### src/hdl/tcsb_pkg.sv
// package for the text console scroll buffer
// screen geometry, beat types, op codes and the hex digit helper; no dependencies
package tcsb_pkg;

  localparam int COLUMNS = 80;
  localparam int ROWS    = 25;
  localparam int CELLS   = COLUMNS * ROWS;
  localparam int CUR_W   = $clog2(CELLS + 1);
  localparam int ADDR_W  = $clog2(CELLS);

  // op codes
  localparam logic [1:0] OP_WRITE = 2'd0;
  localparam logic [1:0] OP_HEX   = 2'd1;
  localparam logic [1:0] OP_CLEAR = 2'd2;
  localparam logic [1:0] OP_READ  = 2'd3;

  // register byte addresses
  localparam logic [1:0] REG_ATTR_ADDR = 2'd0;
  localparam logic [7:0] ATTR_RESET    = 8'h07;

  // characters
  localparam logic [7:0] BLANK     = 8'h20;
  localparam logic [7:0] CHAR_ZERO = 8'h30;
  localparam logic [7:0] CHAR_X    = 8'h78;

  typedef struct packed {
    logic [1:0]  op;
    logic [7:0]  char_code;
    logic [31:0] hex_value;
    logic [10:0] cell_index;
  } in_beat_t;

  typedef struct packed {
    logic [7:0]  cell_char;
    logic [7:0]  cell_attr;
    logic [10:0] cursor_position;
  } out_beat_t;

  // screen memory request from the sequencer
  typedef struct packed {
    logic              we;
    logic [ADDR_W-1:0] waddr;
    logic [7:0]        wdata;
    logic              re;
    logic [ADDR_W-1:0] raddr;
  } mem_req_t;

  // read result handed to the output register
  typedef struct packed {
    logic             valid;
    logic [7:0]       cell_char;
    logic [CUR_W-1:0] cursor;
  } res_t;

  // upper-case ascii hex digit
  function automatic logic [7:0] hex_ascii(input logic [3:0] nib);
    logic [7:0] n;
    n = {4'd0, nib};
    hex_ascii = (nib < 4'd10) ? (n + 8'd48) : (n + 8'd55);
  endfunction

endpackage

### src/hdl/tcsb_seq.sv
// sequencer: cursor, clear and scroll sweeps, character puts and cell reads
// drives the screen memory; clear and scroll sweeps share one address counter; uses tcsb_pkg
module tcsb_seq (
  input  logic               clk,
  input  logic               rst,
  input  logic               in_valid,
  input  tcsb_pkg::in_beat_t in_data,
  output logic               in_stall,
  input  logic               out_free,
  input  logic [7:0]         rdata,
  output tcsb_pkg::mem_req_t mem,
  output tcsb_pkg::res_t     res
);
  import tcsb_pkg::*;

  localparam logic [2:0] S_CLEAR  = 3'd0;
  localparam logic [2:0] S_IDLE   = 3'd1;
  localparam logic [2:0] S_PUT    = 3'd2;
  localparam logic [2:0] S_SCROLL = 3'd3;
  localparam logic [2:0] S_READ   = 3'd4;
  localparam logic [2:0] S_RDATA  = 3'd5;

  localparam logic [CUR_W-1:0] CUR_FULL = CUR_W'(CELLS);
  localparam logic [CUR_W-1:0] CUR_LAST = CUR_W'(CELLS - COLUMNS);
  localparam logic [CUR_W-1:0] CNT_END  = CUR_W'(CELLS - 1);

  logic [2:0]       state;
  logic [CUR_W-1:0] cnt;
  logic [CUR_W-1:0] cursor;
  logic             hex_mode;
  logic [3:0]       k;
  logic [31:0]      word;
  logic [7:0]       ch;
  logic [10:0]      idx;
  logic [7:0]       put_char;
  logic [CUR_W-1:0] cnt_dec;
  logic [CUR_W-1:0] cnt_inc;

  assign in_stall = (state != S_IDLE);
  assign cnt_dec  = cnt - 1'b1;
  assign cnt_inc  = cnt + CUR_W'(COLUMNS);

  // character for the current put
  always_comb begin
    if (!hex_mode) begin
      put_char = ch;
    end else if (k == 4'd0) begin
      put_char = CHAR_ZERO;
    end else if (k == 4'd1) begin
      put_char = CHAR_X;
    end else begin
      put_char = hex_ascii(word[31:28]);
    end
  end

  // memory requests
  always_comb begin
    mem = '0;
    case (state)
      S_CLEAR: begin
        mem.we    = 1'b1;
        mem.waddr = cnt[ADDR_W-1:0];
        mem.wdata = BLANK;
      end
      S_PUT: begin
        if (cursor != CUR_FULL) begin
          mem.we    = 1'b1;
          mem.waddr = cursor[ADDR_W-1:0];
          mem.wdata = put_char;
        end
      end
      S_SCROLL: begin
        // read one row ahead, write the previous cycle's data one cell back
        if (cnt < CUR_LAST) begin
          mem.re    = 1'b1;
          mem.raddr = cnt_inc[ADDR_W-1:0];
        end
        if (cnt != '0) begin
          mem.we    = 1'b1;
          mem.waddr = cnt_dec[ADDR_W-1:0];
          mem.wdata = (cnt <= CUR_LAST) ? rdata : BLANK;
        end
      end
      S_READ: begin
        mem.re    = 1'b1;
        mem.raddr = idx[ADDR_W-1:0];
      end
      default: begin
        mem = '0;
      end
    endcase
  end

  // read result
  always_comb begin
    res.valid     = (state == S_RDATA) && out_free;
    res.cell_char = (idx < 11'(CELLS)) ? rdata : 8'd0;
    res.cursor    = cursor;
  end

  // sequencer
  always_ff @(posedge clk) begin
    if (rst) begin
      state  <= S_CLEAR;
      cnt    <= '0;
      cursor <= '0;
    end else begin
      case (state)
        S_CLEAR: begin
          cnt <= cnt + 1'b1;
          if (cnt == CNT_END) begin
            cursor <= '0;
            state  <= S_IDLE;
          end
        end
        S_IDLE: begin
          if (in_valid) begin
            ch       <= in_data.char_code;
            word     <= in_data.hex_value;
            idx      <= in_data.cell_index;
            k        <= 4'd0;
            hex_mode <= (in_data.op == OP_HEX);
            case (in_data.op)
              OP_WRITE: state <= S_PUT;
              OP_HEX:   state <= S_PUT;
              OP_CLEAR: begin
                cnt   <= '0;
                state <= S_CLEAR;
              end
              OP_READ:  state <= S_READ;
              default:  state <= S_IDLE;
            endcase
          end
        end
        S_PUT: begin
          if (cursor == CUR_FULL) begin
            cnt   <= '0;
            state <= S_SCROLL;
          end else begin
            cursor <= cursor + 1'b1;
            if (hex_mode && (k != 4'd9)) begin
              k <= k + 1'b1;
              if (k >= 4'd2) begin
                word <= {word[27:0], 4'd0};
              end
            end else begin
              state <= S_IDLE;
            end
          end
        end
        S_SCROLL: begin
          cnt <= cnt + 1'b1;
          if (cnt == CUR_FULL) begin
            cursor <= CUR_LAST;
            state  <= S_PUT;
          end
        end
        S_READ: begin
          state <= S_RDATA;
        end
        S_RDATA: begin
          if (out_free) begin
            state <= S_IDLE;
          end
        end
        default: begin
          state <= S_IDLE;
        end
      endcase
    end
  end

  // cursor stays within the screen plus the full mark
  a_cursor_range: assert property (@(posedge clk) disable iff (rst)
    cursor <= CUR_FULL)
    else $error("cursor beyond full mark");

  // idle never touches the store
  a_idle_quiet: assert property (@(posedge clk) disable iff (rst)
    (state == S_IDLE) |-> (!mem.we && !mem.re))
    else $error("memory access while idle");

  // a scroll never writes the cell it reads in the same cycle
  a_scroll_hazard: assert property (@(posedge clk) disable iff (rst)
    (mem.we && mem.re) |-> (mem.waddr != mem.raddr))
    else $error("read and write collide");

  // scroll ends with the cursor at the start of the last row
  a_scroll_end: assert property (@(posedge clk) disable iff (rst)
    (state == S_SCROLL && cnt == CUR_FULL) |=> (cursor == CUR_LAST && state == S_PUT))
    else $error("scroll left cursor misplaced");

  // clear ends idle with the cursor home
  a_clear_end: assert property (@(posedge clk) disable iff (rst)
    (state == S_CLEAR && cnt == CNT_END) |=> (cursor == '0 && state == S_IDLE))
    else $error("clear left cursor misplaced");

endmodule

### config.mk
export PLATFORM = sky130hd
export DESIGN_NAME = tcsb_seq
export DESIGN_NICKNAME = d
export VERILOG_FILES = /design/src/hdl/tcsb_pkg.sv /design/src/hdl/tcsb_seq.sv
export SDC_FILE = /design/constraint.sdc
export NUM_CORES = 1
export LEC_CHECK = 0
export BUFFER_PORTS_ARGS = -buffer_cell sky130_fd_sc_hd__buf_2
export CORE_ASPECT_RATIO = 1.25
export CORE_MARGIN = 4
export CORE_UTILIZATION = 39
export DETAILED_ROUTE_END_ITERATION = 8
export PLACE_DENSITY = 0.58
export SLEW_MARGIN = 30
export SYNTH_ARGS = -nofsm -noshare
export SYNTH_HDL_FRONTEND = slang
export SYNTH_SLANG_ARGS = --single-unit
### constraint.sdc
create_clock -name clk -period 11.8 [get_ports clk]
set_clock_uncertainty 0.05 [all_clocks]
set_input_delay 1.18 -clock clk [delete_from_list [all_inputs] [get_ports clk]]
set_output_delay 1.18 -clock clk [all_outputs]
set_load 0.01 [all_outputs]
==> results of run 1 <==
==> flip-flops by register name, summed over array words and instances, names as in the netlist <==
| signal | count |
|---|---|
| word | 32 |
| cnt | 11 |
| cursor | 11 |
| idx | 11 |
| ch | 8 |
| k | 4 |
| state | 3 |
| hex_mode | 1 |
==> area by class of cell <==
cell class / count / share of cell area
tap: 161 / 0.0355
sequential: 81 / 0.384
multi-input combinational: 375 / 0.409
clock inverter: 6 / 0.00771
inverter: 17 / 0.0112
clock buffer: 9 / 0.0397
timing repair buffer: 123 / 0.112
==> cells in the final DEF, fill, tap and decap left out, types with 5 or more instances in the layout <==
master / Yosys / routed
nand3_1: 13 / 13
buf_4: 1 / 5
nor3_1: 6 / 6
ha_1: 12 / 12
dfxtp_1: 25 / 25
inv_1: 16 / 16
buf_2: 7 / 117
and2_1: 9 / 8
edfxtp_1: 56 / 56
xnor2_1: 5 / 5
a22o_1: 12 / 12
nor2_1: 29 / 28
nand2_1: 105 / 105
a211oi_1: 5 / 5
a221o_1: 7 / 7
nor2b_1: 13 / 13
clkbuf_16: 0 / 9
o21ai_0: 35 / 35
a21oi_1: 23 / 23
and3_1: 9 / 9
a31oi_1: 10 / 10
==> stage by stage <==
stage               utilization  worst slack (ps)  total power, uW
finish                    0.484              7730              739
detailed placement        0.461              8090              483
global placement          0.459              8110              481
global route              0.484              7410              777
CTS                       0.483              7710              745
floorplan                     -              6950              441
==> kinds of logic (layout without fill, tap and decap cells) <==
logic type	count (synthesis)	after routing
buffers and inverters	52	155
multiplexers	2	2
flip-flops	81	81
XOR/XNOR	7	7
AND/OR/NAND/NOR	221	221
adder cells (fa/ha/maj)	12	12
AO/OA/AOI/OAI	133	133
==> worst register-to-register path, stage by stage (launching register included) <==
cell and delay (ps):
dfxtp_1 630, nor2b_1 530, a21oi_1 170, nor4b_2 500
a21boi_4 610, buf_8 250
==> final timing paths <==
kind | depth (start not counted) | slack, ps | from | end
hold reg to reg | 2 | 460 | word[15] | word[19]
setup reg to reg | 5 | 8760 | state[0] | word[14]
setup / recovery | 6 | 7730 | state[0] | mem[16]
hold / removal | 2 | 460 | word[15] | word[19]
==> power by group through the flow <==
stage               clock network, uW  logic, uW  registers, uW
floorplan                           0        109            331
global placement                    0        143            338
detailed placement                  0        144            339
CTS                               267        145            333
global route                      281        161            335
finish                            260        146            333
==> metal layers <==
layer	global-route usage	up-vias	share of wire
li1	-	2065	-
met2	0.330	151	0.50
met1	0.225	2010	0.41
met3	0.0408	29	0.059
met4	0.0828	0	0.026
met5	0	-	0
==> flow_summary.ini, run 1 <==
[status]
status = finished, final reports clean

[logic_synthesis]
ys_warn_count = 0
synthTopCellsByArea = edfxtp_1 36%, dfxtp_1 11%, nand2_1 8.3%, o21ai_0 3.7%, ha_1 3.2%
yosysTopAreaCell = edfxtp_1
synth-simple-area-share = 0.232
yosysUniqueCellTypes = 71
synth_top_family_by_area = simple AND/OR/NAND/NOR gates
yosysSeqAreaShare = 0.462
synth_top_flop_cell = edfxtp_1
synth_top_area_share = 0.356
synth_xor_area_frac = 0.0130
ys_seq_elements = 81
yosysMostFrequentCell = nand2_1
synth.mux.area_fraction = 0.00450
synth_common_cells = 105 x nand2_1, 56 x edfxtp_1, 35 x o21ai_0
synth_edf_count = 56
syn-cell-area_mm2 = 0.00472
avgSynthCellArea_um2 = 9.30
syn_inst = 508
synth_compound_area_frac = 0.206
synthAdderAreaFrac = 0.0318
async_flop_share = 0
syn_nets = 585

[setup_path]
end_kind = output pin
worst-path-buf-inv = 1
critPathMaxFanout = 16
path_delay_family = compound AO/OA/AOI/OAI gates
path_cells = nand3b_1 > a41o_1 > a21oi_1 > nand2_1 > o21ai_0 > buf_2
critPathLaunchType = flip-flop
critical-path-slowest-cell = dfxtp_1
worst_ep_arrival_time_ps = 2840
worstSetupPathType = reg -> out
worstPathRequired_ps = 10570
critPathMaxStageDelay_ps = 630

[route]
first_pass_iters = 5
num_vias = 4255
ant_nets = 0
drc = 0
wl_per_cell_um = 16.9
routed_wl_um = 13000
via_per_inst = 5.51
first_iter_violations = 232

[cells_and_area]
syn_to_final_growth_pct = 20.2
nNetsFinal = 684
drive_gt1_frac = 0.255
antennaDiodeCount = 0
regArea_mm2 = 0.00218
finalNonFillerCells = 772
fillers = 1160
multi_input_area_mm2 = 0.00232
fin_area_mm2 = 0.00568

[clock_network]
cts.clk_slew.worst_paths_ps = 60
cts_buffers = 9
cts_tree = built
cts_hold_buf = 0
post_cts_buffers = 0
clk_latency_ps = 340
cts_max_path_buffers = 2
cts_num_sinks = 81
h-tree-depth = 3
cts_root_buf = clkbuf_16
ctsResizeCount = 0

[power]
pwr-share-clk = 0.352
p_leak_uw = 0.00230
seqPwrFrac = 0.450
powerDensity_mw_per_mm2 = 130
p_sw_frac = 0.298
internal_power_uw = 519
max-vdd-ir-drop_mv = 0.0814
p_comb_frac = 0.197
switching_power_uw = 220

[sta]
worst_slew_pin_slew_ps = 733
setup_viol = 0
timing.fmax_mhz = 246
final_hold_viol_count = 0
slew_headroom = 0.511
hold_slack_ps = 461
period_needed_ps = 4070
fin_tns_setup_ps = 0
post-route-period-util = 0.345
finalMaxSlewViolations = 0
rsz0062_at_grt = false

[global_routing]
grt_pass1_wl_um = 20700
grt_usage = 0.189
gr-total-overflow = 0
first_global_vias = 4091
grt_max_degree = 40
antenna_found_initial = 0

[floorplan]
fp.dieW_um = 106
rows = 44
initial_core_util = 0.403
core_mm2 = 0.0117
ioPinCount = 118
die_h_um = 131
die_area_mm2 = 0.0139

[placed_design]
placedInstanceArea_mm2 = 0.00540
hpwl_um = 9580
io_buffers = 117
place_congestion = 0.882
placed_cells = 757

[min_path]
hold_path_class = reg -> reg

[job]
drv_cap = 0
No activity file was read; power rests on OpenSTA's default activity.
==> inputs of run 2 (changes only) <==
ABC_AREA = 1   (was unset)
PLACE_DENSITY = 0.57   (was 0.58)
clock period = 4.2 ns   (was 11.8 ns; I/O delays follow)
==> flow_summary.ini, run 2 <==
[clock_network]
clk_latency_ps = 340
cts_num_sinks = 81
ctsResizeCount = 0
cts_root_buf = clkbuf_16
cts_tree = built
cts_max_path_buffers = 2
cts_buffers = 9
cts_hold_buf = 0
cts.clk_slew.worst_paths_ps = 70
h-tree-depth = 3
post_cts_buffers = 0

[route]
first_pass_iters = 5
via_per_inst = 4.94
first_iter_violations = 220
ant_nets = 0
drc = 0
num_vias = 4538
routed_wl_um = 13100
wl_per_cell_um = 14.3

[floorplan]
ioPinCount = 118
die_h_um = 132
initial_core_util = 0.397
fp.dieW_um = 107
core_mm2 = 0.0121
die_area_mm2 = 0.0142
rows = 45

[cells_and_area]
largest_register_ffs = 32
antennaDiodeCount = 0
finalNonFillerCells = 919
fin_area_mm2 = 0.00583
final_common_cell = nand2_1
multi_input_area_mm2 = 0.00225
nNetsFinal = 827
syn_to_final_growth_pct = 21.4
regArea_mm2 = 0.00218
fillers = 1263
drive_gt1_frac = 0.211
layout_common_cells = 231 x nand2_1, 117 x buf_2, 61 x nor2_1, 61 x inv_1, 56 x edfxtp_1
largest-register = word

[logic_synthesis]
synth_top_area_share = 0.350
synth_common_cells = 231 x nand2_1, 61 x inv_1, 61 x nor2_1
yosysSeqAreaShare = 0.455
ys_seq_elements = 81
syn-cell-area_mm2 = 0.00480
async_flop_share = 0
yosysMostFrequentCell = nand2_1
yosysUniqueCellTypes = 34
synth_edf_count = 56
synthTopCellsByArea = edfxtp_1 35%, nand2_1 18%, dfxtp_1 10%, inv_1 4.8%, nor2_1 4.8%
yosysTopAreaCell = edfxtp_1
avgSynthCellArea_um2 = 7.51
syn_inst = 639
syn_nets = 716
synth_top_flop_cell = edfxtp_1
ys_warn_count = 0

[setup_path]
critPathMaxFanout = 5
reg2reg_depth = 7
end_kind = output pin
worst_ep_arrival_time_ps = 2490
critPathLaunchType = flip-flop
regToRegSetupSlack_ps = 1550
r2r_end = word[3]
worstPathRequired_ps = 3730
r2r_start = state[1]
worstSetupPathType = reg -> out

[global_routing]
antenna_found_initial = 0
grt_pass1_wl_um = 21600
grt_max_degree = 43
grt_usage = 0.188
first_global_vias = 4503
gr-total-overflow = 0

[min_path]
min_to = ch[2]
min-delay-start = in_data[45]
hold_path_depth = 1
hold_path_class = in -> reg

[sta]
final_hold_viol_count = 0
finalMaxSlewViolations = 0
slew_headroom = 0.379
timing.fmax_mhz = 338
rsz0062_at_grt = false
period_needed_ps = 2960
post-route-period-util = 0.705
fin_tns_setup_ps = 0
worst_slew_pin_slew_ps = 926
setup_viol = 0

[power]
p_leak_uw = 0.00260
max-vdd-ir-drop_mv = 0.187
powerDensity_mw_per_mm2 = 304

[job]
drv_cap = 0

[placed_design]
placedInstanceArea_mm2 = 0.00552
placed_cells = 903
hpwl_um = 9910
io_buffers = 117
place_congestion = 0.963

[status]
status = finished, final reports clean
## run 2: cell types whose count changed in the layout (fill, tap and decap cells not counted), sizes merged, moves of 7 or more
cell	before	now
a21oi	23	33
a221o	7	0
a22o	12	0
a31oi	10	1
and2	9	0
and3	9	0
inv	18	71
nand2	105	236
nand3	13	45
nor2	29	65
nor2b	13	0
o21ai	36	29
xor2	2	12
## run 2: layer usage
metal	wire [um]	global-route usage	share of wire
met1	5580	0.232	0.43
met2	6350	0.315	0.48
met5	0	0	0
met4	323	0.0739	0.025
met3	876	0.0441	0.067
## run 2: how the worst max path moves through the flow
stage / endpoint / slack (ps) / startpoint / depth (start not counted)
floorplan: word[0] / 320 / state[1] / 7
global placement: word[28] / 1590 / state[1] / 7
detailed placement: word[3] / 1530 / state[1] / 7
CTS: mem[25] / 1240 / cnt[4] / 8
global route: mem[17] / 1020 / state[1] / 7
finish: mem[19] / 1240 / cnt[0] / 8
## run 2: cells by family (layout without fill, tap and decap cells)
logic type,after synthesis,in the layout,share of synthesized area
AOI/OAI and AO/OA,83,83,0.100
xor gates and xnor gates,14,14,0.0255
adders and majority gates,12,12,0.0313
and+or+nand+nor,358,358,0.311
DFF,81,81,0.455
buffers and inverters,91,207,0.0774
## run 2: layout make-up
type                    instances  area share
clock buffers                   9      0.0386
clock inverters                 7      0.0150
multi-input cells             467       0.386
well taps                     164      0.0352
flip-flops and latches         81       0.374
repair buffers                121       0.106
inverters                      70      0.0451
## run 2: report_power, final
part / switching (uW) / internal (uW)
Clock: 346 / 471
Sequential: 3.84 / 853
Combinational: 54.1 / 45.1
## run 2: per-stage QoR
| step | total power, uW | setup slack, ps | util | hold slack (ps) |
|---|---|---|---|---|
| floorplan | 924 | 320 | - | 424 |
| global placement | 973 | 1590 | 0.456 | 450 |
| detailed placement | 973 | 1530 | 0.456 | 456 |
| CTS | 1790 | 1240 | 0.482 | 192 |
| global route | 1850 | 1020 | 0.482 | 189 |
| finish | 1770 | 1240 | 0.482 | 204 |
## run 2: critical path: stages (launching register included)
cell     delay [ps]
dfxtp_1         350
inv_1           190
ha_1            270
nand2_1         120
nor2_2          190
nand2_1          90
o21ai_0         600
o21ai_0         170
buf_2           180
